===== src/rtl/core/ray_march_wall_column_macros.svh =====
// Assertion helpers for the top module's assertions.
`ifndef RAY_MARCH_WALL_COLUMN_MACROS_SVH
`define RAY_MARCH_WALL_COLUMN_MACROS_SVH
// Implication checked on every rising clock edge outside reset.
`define RMWC_ASSERT_IMPL(lbl, ante, cons) \
  lbl: assert property (@(posedge clk) disable iff (!rst_n) (ante) |-> (cons)) \
    else $error("assertion failed");
// Next-cycle implication checked outside reset.
`define RMWC_ASSERT_NEXT(lbl, ante, cons) \
  lbl: assert property (@(posedge clk) disable iff (!rst_n) (ante) |=> (cons)) \
    else $error("assertion failed");
`endif


===== src/rtl/core/rmwc_pkg.sv =====
`default_nettype none
package rmwc_pkg;
  localparam int MAP_COLS = 64;
  localparam int MAP_ROWS = 16;
  localparam int MAP_CELLS = MAP_COLS * MAP_ROWS;
  localparam int CELL_AW = $clog2(MAP_CELLS);
  localparam int COL_W = 6;
  localparam int ROW_W = 4;
  localparam int TURN_W = 20;
  localparam int QDEPTH = 2;

  localparam logic CMD_WRITE = 1'b0;
  localparam logic CMD_CAST = 1'b1;

  localparam logic [2:0] REG_HALF_FOV = 3'd0;
  localparam logic [2:0] REG_COL_STEP = 3'd1;
  localparam logic [2:0] REG_COL_COUNT = 3'd2;
  localparam logic [2:0] REG_MAX_DEPTH = 3'd3;
  localparam logic [2:0] REG_MARCH_STEP = 3'd4;
  localparam logic [2:0] REG_PROJ_SCALE = 3'd5;

  localparam logic [16:0] SIN_A = 17'd51472;
  localparam logic [16:0] SIN_B = 17'd21165;
  localparam logic [16:0] SIN_C = 17'd2461;

  typedef struct packed {
    logic [15:0] pos_x;
    logic [13:0] pos_y;
    logic [9:0]  column;
    logic [19:0] ray;
    logic [19:0] delta;
  } cast_job_t;

  typedef enum logic [3:0] {
    ST_IDLE, ST_TRIG, ST_MARCH, ST_PROBE, ST_TEST, ST_CORR, ST_DIVH, ST_DIVS, ST_OUT
  } back_state_t;

  typedef enum logic [2:0] {
    TR_IDLE, TR_X2, TR_T1, TR_T2, TR_T3, TR_DONE
  } trig_state_t;
endpackage
`default_nettype wire


===== src/rtl/core/rmwc_front.sv =====
`default_nettype none
// Accepts items, applies map writes and queues cast jobs with their angles.
module rmwc_front (
  input  wire logic                 clk,
  input  wire logic                 rst_n,
  input  wire logic                 in_valid,
  output logic                      in_ready,
  input  wire logic [63:0]          in_data,
  input  wire logic [10:0]          half_fov,
  input  wire logic [15:0]          col_step,
  input  wire logic [10:0]          col_count,
  output logic                      map_we,
  output logic [rmwc_pkg::CELL_AW-1:0] map_addr,
  output logic                      map_wd,
  output logic                      job_valid,
  input  wire logic                 job_ready,
  output rmwc_pkg::cast_job_t       job
);
  rmwc_pkg::cast_job_t q_r [rmwc_pkg::QDEPTH];
  logic [1:0] cnt_r, cnt_nxt;
  logic       wr_r, wr_nxt, rd_r, rd_nxt;
  logic       acc, push, pop;
  logic [25:0] sweep;
  rmwc_pkg::cast_job_t nj;

  // A write waits until no cast is queued or marching, so every cast sees the
  // map as it stood when the cast was accepted.
  assign in_ready = (cnt_r != 2'd2) &&
                    (in_data[0] == rmwc_pkg::CMD_CAST || (cnt_r == 2'd0 && job_ready));
  assign acc = in_valid && in_ready;
  assign sweep = in_data[63:54] * col_step;
  assign push = acc && (in_data[0] == rmwc_pkg::CMD_CAST) &&
                ({1'b0, in_data[63:54]} < col_count);
  assign pop = job_valid && job_ready;
  assign job_valid = cnt_r != 2'd0;
  assign job = q_r[rd_r];
  assign map_we = acc && (in_data[0] == rmwc_pkg::CMD_WRITE);
  assign map_addr = {in_data[4:1], in_data[10:5]};
  assign map_wd = in_data[11];

  always_comb begin
    nj.pos_x = in_data[27:12];
    nj.pos_y = in_data[41:28];
    nj.column = in_data[63:54];
    nj.ray = {in_data[53:42], 8'd0} + sweep[19:0] - {1'b0, half_fov, 8'd0};
    nj.delta = {1'b0, half_fov, 8'd0} - sweep[19:0];
    cnt_nxt = cnt_r + {1'b0, push} - {1'b0, pop};
    wr_nxt = push ? !wr_r : wr_r;
    rd_nxt = pop ? !rd_r : rd_r;
  end

  always_ff @(posedge clk) begin
    if (!rst_n) begin
      cnt_r <= '0;
      wr_r <= 1'b0;
      rd_r <= 1'b0;
    end else begin
      cnt_r <= cnt_nxt;
      wr_r <= wr_nxt;
      rd_r <= rd_nxt;
    end
  end

  always_ff @(posedge clk) begin
    if (push) q_r[wr_r] <= nj;
  end
endmodule
`default_nettype wire


===== config.mk =====
export PLATFORM = sky130hd
export DESIGN_NAME = rmwc_front
export DESIGN_NICKNAME = d
export VERILOG_FILES = /design/src/rtl/core/ray_march_wall_column_macros.svh /design/src/rtl/core/rmwc_pkg.sv /design/src/rtl/core/rmwc_front.sv
export SDC_FILE = /design/constraint.sdc
export NUM_CORES = 1
export LEC_CHECK = 0
export BUFFER_PORTS_ARGS = -buffer_cell sky130_fd_sc_hd__buf_2
export CAP_MARGIN = 25
export CORE_MARGIN = 1
export CORE_UTILIZATION = 30
export CTS_CLUSTER_DIAMETER = 150
export DETAILED_ROUTE_END_ITERATION = 6
export RECOVER_POWER = 25
export SLEW_MARGIN = 20
export SYNTH_ARGS = -nofsm -noshare
export SYNTH_HDL_FRONTEND = slang
export SYNTH_SLANG_ARGS = --single-unit

===== constraint.sdc =====
create_clock -name clk -period 13.2 [get_ports clk]
set_input_delay 3.96 -clock clk [delete_from_list [all_inputs] [get_ports clk]]
set_output_delay 3.96 -clock clk [all_outputs]
set_load 0.02 [all_outputs]

=== Word level (Yosys, flattened, before mapping) ===
Memory sizes are Yosys's and may differ from the RTL's. A register that Yosys moved wholly into a read port is not among the register bits.
Cells that the tools add are included.

* Add/sub/neg operators: 5
* $mul: 1
* Magnitude comparators: 1
* Eq/ne operators: 1
* Multiplexer cells: 4
* Bitwise gates (word level): 1
* Reduce and logical (&&, ||, !) cells: 12

{| class="wikitable"
|+ Operators with widths
! cell !! number
|-
| $add A20 B20 Y20 || 1
|-
| $mul A10 B16 Y20 || 1
|-
| $sub A19 B20 Y20 || 1
|-
| $sub A20 B19 Y20 || 1
|-
| $lt A10 B11 Y1 || 1
|-
| $logic_and A1 B1 Y1 || 7
|-
| $mux W1 || 4
|-
| $add A2 B1 Y2 || 1
|-
| $logic_not A1 Y1 || 2
|-
| $logic_not A2 Y1 || 1
|-
| $ne A2 B2 Y1 const B || 1
|-
| $reduce_bool A2 Y1 || 1
|-
| $sub A2 B1 Y2 || 1
|-
| $logic_or A1 B1 Y1 || 1
|-
| $not A1 Y1 || 1
|}

* Bits in registers: 4
* Memory bits (writable): 160
* Input bits: 106
* Output and inout port bits: 94
* Logic and storage cells: 29
* Memories kept: 1

{| class="wikitable"
|+ Memory list
! memory !! words !! width !! read ports !! clocked after Yosys merged registers in !! write ports !! RTL line !! RTL
|-
| q_r || 2 || 80 || 1 || 1 || 1 || rmwc_front.sv:19 || <nowiki>rmwc_pkg::cast_job_t q_r [rmwc_pkg::QDEPTH];</nowiki>
|}

=== Logic depth before layout (Yosys ltp) ===
Gate-level depths: netlist (run 1).

* Depth after elaboration: 9
* Mapped depth: 31
* Gate-level depth less buffers: 30

=== Least setup slack after synthesis (run 1) ===
OpenSTA, ideal clock, no wires.

* Path type: input-to-reg
* Start point: input port in_data[55]
* End point: memory q_r[0][39] (netlist bit), data pin
* Library setup time: 271 ps
* Arrival time: 10291 ps
* Data required time: 12929 ps
* Setup slack: 2637 ps
* Stages on the path: 31
* Buffers on the path: 1
* Cells stage by stage: clkbuf_1 nand2_1 fa_1 inv_1 fa_1 inv_1 fa_1 inv_1 fa_1 inv_1 fa_1 inv_1 ha_1 a21oi_1 nor2b_1 o21ai_1 a21oi_1 or2_1 a21o_1 a21oi_1 xor2_1 fa_1 inv_1 ha_1 nand2_1 nor2_1 nand2_1 o21ai_0 a311o_1 a21oi_1 xnor3_1

{| class="wikitable"
|+ RTL lines
! item !! RTL line !! RTL
|-
| from (decl) || rmwc_front.sv:8 || <nowiki>input wire logic [63:0] in_data,</nowiki>
|-
| to (decl) || rmwc_front.sv:19 ||
|}

==> results of run 1 <==
[flip-flops by register name, indices dropped and copies added (netlist names), named ones only]
signal and flops:
wr_r 1, cnt_r 2, rd_r 1, q_r 158
[logic make-up (layout without fill, tap and decap cells)]
family | after synthesis | after routing
AND/OR/NAND/NOR | 247 | 247
AO/OA/AOI/OAI | 127 | 127
buffers and inverters | 202 | 373
flip-flops | 163 | 163
XOR/XNOR | 59 | 59
multiplexers | 79 | 79
adder cells (fa/ha/maj) | 192 | 192
[through the flow]
step | cell area (sq um) | setup slack [ps] | hold slack [ps] | std cells
2_1_floorplan | 12300 | 2640 | 504 | 1069
3_3_place_gp | 13700 | 2210 | 545 | 1733
3_5_place_dp | 13700 | 2060 | 533 | 1733
4_1_cts | 14300 | 2550 | 554 | 1765
5_1_grt | 14200 | 1670 | 598 | 1765
6_report | 14200 | 2160 | 553 | 1765
[cell type report]
class                           count  area (sq um)
Clock buffer                       18           429
Inverter                          161           604
Timing Repair Buffer              180           871
Sequential cell                   163          4840
Multi-Input combinational cell    704          6690
Fill cell                        4035         25900
Clock inverter                     14           128
Tap cell                          525           657
[placed cells by master, fill, tap and decap left out, types with 38 or more instances in the layout]
master / n
fa_1: 108
xnor2_1: 43
nand2_1: 94
edfxtp_1: 158
mux2_2: 79
nor2_1: 38
ha_1: 84
a21oi_1: 40
and2_1: 72
inv_1: 160
buf_2: 147
[worst min-delay path, stage by stage, from the launching register on]
cell and delay, ps:
dfxtp_1 320, xnor2_1 90, nor2b_1 110
[Yosys cell counts (2+ instances only)]
master	n	share of area
inv_1	160	0.049
edfxtp_1	158	0.39
fa_1	108	0.18
nand2_1	94	0.029
ha_1	84	0.085
mux2_2	79	0.072
and2_1	75	0.038
xnor2_1	43	0.031
a21oi_1	40	0.016
nor2_1	40	0.012
clkbuf_1	25	0.0076
o21ai_1	16	0.0065
o21ai_0	15	0.0061
xor2_1	14	0.010
a21o_1	13	0.0079
buf_4	12	0.0073
o21a_1	11	0.0067
nor2b_1	10	0.0051
a31oi_1	7	0.0036
nand3_1	7	0.0028
dfxtp_1	5	0.0081
nand2b_1	5	0.0025
nor3_1	4	0.0016
o21bai_1	3	0.0018
a211oi_1	2	0.0012
a21oi_2	2	0.0014
and3_1	2	0.0010
buf_1	2	0.00061
buf_2	2	0.00081
o2111ai_1	2	0.0014
[routing by layer]
metal,track usage,up-vias
met1,0.191,4038
met2,0.228,217
met5,0,-
li1,-,3855
met3,0.0291,10
met4,0.0338,0
[worst min path at each step]
| stage | slack, ps | end | cells past startpoint |
|---|---|---|---|
| after detailed placement | 530 | rd_r | 2 |
| after global placement | 540 | rd_r | 2 |
| after floorplan | 500 | register | 2 |
| after global routing | 600 | rd_r | 2 |
| after CTS | 550 | register | 2 |
| final | 550 | rd_r | 2 |
==> run summary, run 1 <==
ROUTE
----------------------------------------------------------------------------------
Total detailed-routing wirelength                                          28.8 mm
Amount of wire on met3 after detailed routing                              1.64 mm
DR iter-0 viols                                                                373
Routed wire length on met2                                                 13.6 mm
Highest routed metal layer                                                    met4
Vias after detailed routing                                                  8,120
Residual DRC                                                                     0
Metal1 wirelength                                                          13.3 mm
Detail Route Antenna Nets                                                        0
Routed length per instance                                                 16.3 um
Number of iterations in the first detailed-routing pass                          5
Number of vias per cell after detailed routing                                4.60

SYNTH
----------------------------------------------------------------------------------
Xor and xnor area share after synthesis                                     0.0437
Number of distinct library cells after synthesis                                59
Async S/R FF share, synth                                                        0
Synthesized flop and latch total                                               163
Total of warnings raised by yosys                                                0
Cell count after synthesis                                                   1,069
Fraction of the mapped netlist area in compound gates                       0.0668
Most used flip-flop cell after synthesis                                  edfxtp_1
Mapped Nets                                                                  1,367
Cell area after technology mapping                                    12,300 sq um
Main combinational cell family by area after synthesis                 adder cells
Sequential element share of the synthesized area                             0.393
Share of synthesized area spent on multiplexers                             0.0722
Count of flip-flops with a built-in enable after synthesis                     158
Fraction of the mapped netlist area in adder cells                           0.261
Synthesized area divided by synthesized cell count                      11.5 sq um
Simple-gate share of the synthesized area                                   0.0979

FINAL LAYOUT
----------------------------------------------------------------------------------
Utilization after layout                                                     0.355
Diodes inserted                                                                  0
Total Nets Final                                                             1,525
Signed area change from the synthesized netlist to the final layout          15.4%
Fraction of layout instances using a drive strength above 1                  0.219

CTS
----------------------------------------------------------------------------------
Clock tree from TritonCTS                                                      yes
Sink Count                                                                     163
Post-CTS setup buffer count                                                      0
Library cell used as clock root buffer                                   clkbuf_16
Clock-pin transition on the worst setup and hold timing paths                70 ps
Clk Latency, worst-skew pair                                                430 ps
Number of buffers added to fix hold violations after cts                         0
Buffer depth of the longest clock path                                           2
Total number of H-tree levels                                                    4
TritonCTS buffer count                                                          17
# resized after CTS                                                              0

FLOORPLAN
----------------------------------------------------------------------------------
Horizontal die dimension                                                    205 um
Top-level I/O count                                                            200
Standard cell core area                                               40,100 sq um
Starting Density                                                             0.307
Std cell rows                                                                   73
Area enclosed by the die boundary                                     41,900 sq um
Die extent in y                                                             205 um

SETUP PATH
----------------------------------------------------------------------------------
Stages on the worst setup path                                                  31
Worst Path Class, Setup                                               input port to register
Crit path max fanout                                                            19
R2R setup slack                                                            9950 ps
CP startpoint                                                          in_data[55]
Startpoint type of the worst setup path                                 input port
Arrival @ worst endpoint                                                 11,210 ps
Cell with the biggest individual delay on the critical path               clkbuf_1
Endpoint kind of the worst setup timing path                              register
CP peak stage delay                                                         650 ps
Capturing point of the worst reg2reg path                                q_r[1][3]
Crit-path leading delay family                                         adder cells
R2R cell count                                                                   7
Reg2reg start                                                             cnt_r[0]
Count of buffer and inverter cells on the critical path                          7
Critical Path Sink                                                      q_r[0][39]
Critical path required time                                              13,370 ps

JOB
----------------------------------------------------------------------------------
# Max-Cap Violations                                                             0

PLACEMENT
----------------------------------------------------------------------------------
Number of I/O port buffers                                                     177
Final weighted congestion in routability-driven placement                    0.833
DPL Wire Length                                                            22.2 mm

STA
----------------------------------------------------------------------------------
Max transition margin                                                        0.367
F_max                                                                   0.0906 GHz
Setup_tns                                                                     0 ps
Final setup vio count                                                            0
Final Critical Period                                                    11,040 ps
Post-Route Skew                                                            6.52 ps
Max-slew violation total from the final report                                   0
Setup repair after global routing missed its margin                          false
Least-Margin Pin Slew                                                       949 ps
Final count of hold timing violations                                            0
Share of the clock period used by the worst path                             0.837

GRT
----------------------------------------------------------------------------------
Total congestion overflow after global routing                                   0
Vias in the first global route                                               8,282
Maximum number of pins on one net before global-route repair                    65
Overall fraction of global-route tracks in use                               0.141
Wire length of the first global-routing pass                               44.8 mm
Initial antenna violation count                                                  0

WORST HOLD PATH
----------------------------------------------------------------------------------
Type of the worst min-delay path                                      register to register
Min-delay src                                                                 rd_r

STATUS
----------------------------------------------------------------------------------
Run status                                                               completed

Power of run 1 is left out: the tool's default activity adds up to more than one toggle a clock period on the data nets, which glitch-free logic cannot reach.
==> run 2, diff against run 1 <==
--- a/config.mk
+++ b/config.mk
@@ -5,6 +5,7 @@
 export SDC_FILE = /design/constraint.sdc
 export NUM_CORES = 1
 export LEC_CHECK = 0
+export ABC_AREA = 1
 export BUFFER_PORTS_ARGS = -buffer_cell sky130_fd_sc_hd__buf_2
 export CAP_MARGIN = 25
 export CORE_MARGIN = 1
==> constraint.sdc (replaced) <==
create_clock -name clk -period 9.5 [get_ports clk]
set_input_delay 2.85 -clock clk [delete_from_list [all_inputs] [get_ports clk]]
set_output_delay 2.85 -clock clk [all_outputs]
set_load 0.02 [all_outputs]
==> run summary, run 2 <==
STATUS
-------------------------------------------------------------------------------------
Run status                                                                  completed

ROUTE
-------------------------------------------------------------------------------------
Routed length per instance                                                    15.6 um
DR iter-0 viols                                                                   492
Number of iterations in the first detailed-routing pass                             5
Detail Route Antenna Nets                                                           0
Number of vias per cell after detailed routing                                   4.56
Residual DRC                                                                        0
Vias after detailed routing                                                     9,298
Total detailed-routing wirelength                                             31.9 mm

WORST HOLD PATH
-------------------------------------------------------------------------------------
Min-delay src                                                                    rd_r
Hold Path Depth                                                                     1
Worst hold endpoint                                                              rd_r
Type of the worst min-delay path                                         register to register

STA
-------------------------------------------------------------------------------------
Worst Slack Setup Final                                                        466 ps
Post-Route Skew                                                               8.43 ps
Setup repair after global routing missed its margin                             false
Least-Margin Pin Slew                                                         1040 ps
Max transition margin                                                           0.303
Final setup vio count                                                               0
Share of the clock period used by the worst path                                0.951
Max-slew violation total from the final report                                      0
Setup_tns                                                                        0 ps
Final count of hold timing violations                                               0
Final Critical Period                                                         9030 ps
F_max                                                                       0.111 GHz

GRT
-------------------------------------------------------------------------------------
Initial antenna violation count                                                     1
Wire length of the first global-routing pass                                  50.3 mm
Maximum number of pins on one net before global-route repair                       62
Overall fraction of global-route tracks in use                                  0.148
Vias in the first global route                                                  9,691
Total congestion overflow after global routing                                      0

SYNTH
-------------------------------------------------------------------------------------
Cell types with the highest counts after synthesis                       nand2_1 (282), inv_1 (275), edfxtp_1 (158)
Sequential element share of the synthesized area                                0.374
Synthesized area divided by synthesized cell count                         9.83 sq um
Synth area leaders                                                       edfxtp_1 (37%), fa_1 (17%), nand2_1 (8.2%)
Total of warnings raised by yosys                                                   0
Top-count cell post-synth                                                     nand2_1
Cell count after synthesis                                                      1,318
Synthesized flop and latch total                                                  163
Mapped Nets                                                                     1,616
Area share of the largest cell type after synthesis                             0.366
Cell area after technology mapping                                       13,000 sq um
Async S/R FF share, synth                                                           0
Number of distinct library cells after synthesis                                   45
Count of flip-flops with a built-in enable after synthesis                        158
Leading area contributor after synthesis                                     edfxtp_1
Most used flip-flop cell after synthesis                                     edfxtp_1

SETUP PATH
-------------------------------------------------------------------------------------
Endpoint kind of the worst setup timing path                                 register
Crit path max fanout                                                               17
Critical path required time                                                   9690 ps
Count of buffer and inverter cells on the critical path                             6
Reg2reg start                                                                cnt_r[0]
Cell with the biggest individual delay on the critical path                      fa_1
Startpoint type of the worst setup path                                    input port
R2R cell count                                                                      8
Arrival @ worst endpoint                                                      9230 ps
Crit-path leading delay family                                            adder cells
Cell with the most instances on the worst path                                nand2_1
Capturing point of the worst reg2reg path                                   q_r[0][3]
CP peak stage delay                                                            520 ps
Worst Path Class, Setup                                                  input port to register
R2R setup slack                                                               6740 ps

FINAL LAYOUT
-------------------------------------------------------------------------------------
Number of flip-flops in the largest register                                      158
Total Nets Final                                                                1,785
Top register by number of flip-flops                                              q_r
Fraction of layout instances using a drive strength above 1                     0.212
Commonest non-fill, non-tap cells in the layout                          nand2_1 (282), inv_1 (274), edfxtp_1 (158), buf_2 (146), fa_1 (108)
Most frequent standard cell in the layout excluding fill and tap cells        nand2_1
Diodes inserted                                                                     0
Signed area change from the synthesized netlist to the final layout             16.0%
Top flop regs                                                            q_r x158, cnt_r x2

CTS
-------------------------------------------------------------------------------------
Post-CTS setup buffer count                                                         0
Buffer depth of the longest clock path                                              2
Sink Count                                                                        163
Clk Latency, worst-skew pair                                                   440 ps
Clock tree from TritonCTS                                                         yes
Clock-pin transition on the worst setup and hold timing paths                   70 ps
Total number of H-tree levels                                                       4
TritonCTS buffer count                                                             17
Library cell used as clock root buffer                                      clkbuf_16

FLOORPLAN
-------------------------------------------------------------------------------------
Horizontal die dimension                                                       210 um
Area enclosed by the die boundary                                        44,000 sq um
Starting Density                                                                0.307
Standard cell core area                                                  42,200 sq um
Top-level I/O count                                                               200
Std cell rows                                                                      75
Die extent in y                                                                210 um

PLACEMENT
-------------------------------------------------------------------------------------
Place WS                                                                      60.9 ps
DPL Wire Length                                                               25.2 mm
Number of I/O port buffers                                                        177
Final weighted congestion in routability-driven placement                       0.903

JOB
-------------------------------------------------------------------------------------
# Max-Cap Violations                                                                0

## run 2: changes by cell type after synthesis, moves of 10 or more
cell | previous run | this run
a21oi_1 | 40 | 50
nand2_2 | 0 | 13
inv_1 | 160 | 275
nand3_1 | 7 | 35
o21ai_1 | 16 | 6
buf_2 | 2 | 13
nand2_1 | 94 | 282
and2_1 | 75 | 0
xnor2_1 | 43 | 17
nor2b_1 | 10 | 0
xor2_1 | 14 | 28
## run 2: per-layer routing
| metal | global-route usage | part of all wire | up-vias |
|---|---|---|---|
| met4 | 0.0586 | 0.030 | 2 |
| li1 | - | - | 4510 |
| met5 | 0 | 0.00053 | - |
| met3 | 0.0244 | 0.037 | 48 |
| met2 | 0.271 | 0.52 | 211 |
| met1 | 0.172 | 0.42 | 4527 |
## run 2: worst reg2reg max path, stage by stage, from the launching register on
cell     delay [ps]
dfxtp_1         330
inv_1            70
nand2_1          50
a21oi_1         200
nand3_1         120
nor2_1          170
inv_1           110
nor2_4          760
buf_4           560
## run 2: through the flow
step	std cells	area, sq um	utilization	hold slack (ps)
floorplan	1318	13000	-	425
global placement	2007	14400	0.342	425
detailed placement	2007	14400	0.342	436
CTS	2039	15100	0.357	454
global route	2039	15000	0.356	488
finish	2039	15000	0.356	466
## run 2: worst max-delay path by stage
| stage | startpoint | to | slack [ps] | cells after the start |
|---|---|---|---|---|
| after global placement | col_step[7] | q_r[0][39] | 150 | 35 |
| final | in_data[61] | q_r[0][39] | 470 | 33 |
| after CTS | col_step[7] | q_r[0][39] | 520 | 35 |
| after detailed placement | col_step[7] | q_r[1][39] | 60 | 35 |
| after floorplan | in_data[55] | q_r[0][39] | 390 | 36 |
| after global routing | in_data[58] | q_r[0][39] | 10 | 36 |
## run 2: what timing repair did
action / CTS / global route
hold buffers: 0 / 0
resized for setup: 0 / 5
endpoints found under the setup margin: 0 / 2
## run 2: logic make-up (layout without fill, tap and decap cells)
family,Yosys count,count (layout),synth area share
AND/OR/NAND/NOR,403,403,0.131
buffers and inverters,331,513,0.101
adder cells (fa/ha/maj),192,192,0.248
flip-flops,163,163,0.374
AO/OA/AOI/OAI,105,105,0.0467
multiplexers,79,79,0.0687
XOR/XNOR,45,45,0.0304
## run 2: cell type report
cell class                 count  area, sq um
clock buffer                  17          425
clock inverter                15          195
fill                        4272        27200
inverter                     281         1060
multi-input combinational    824         6810
sequential                   163         4840
tap                          539          674
timing repair buffer         200         1020
Power of run 2 is left out for the same reason.
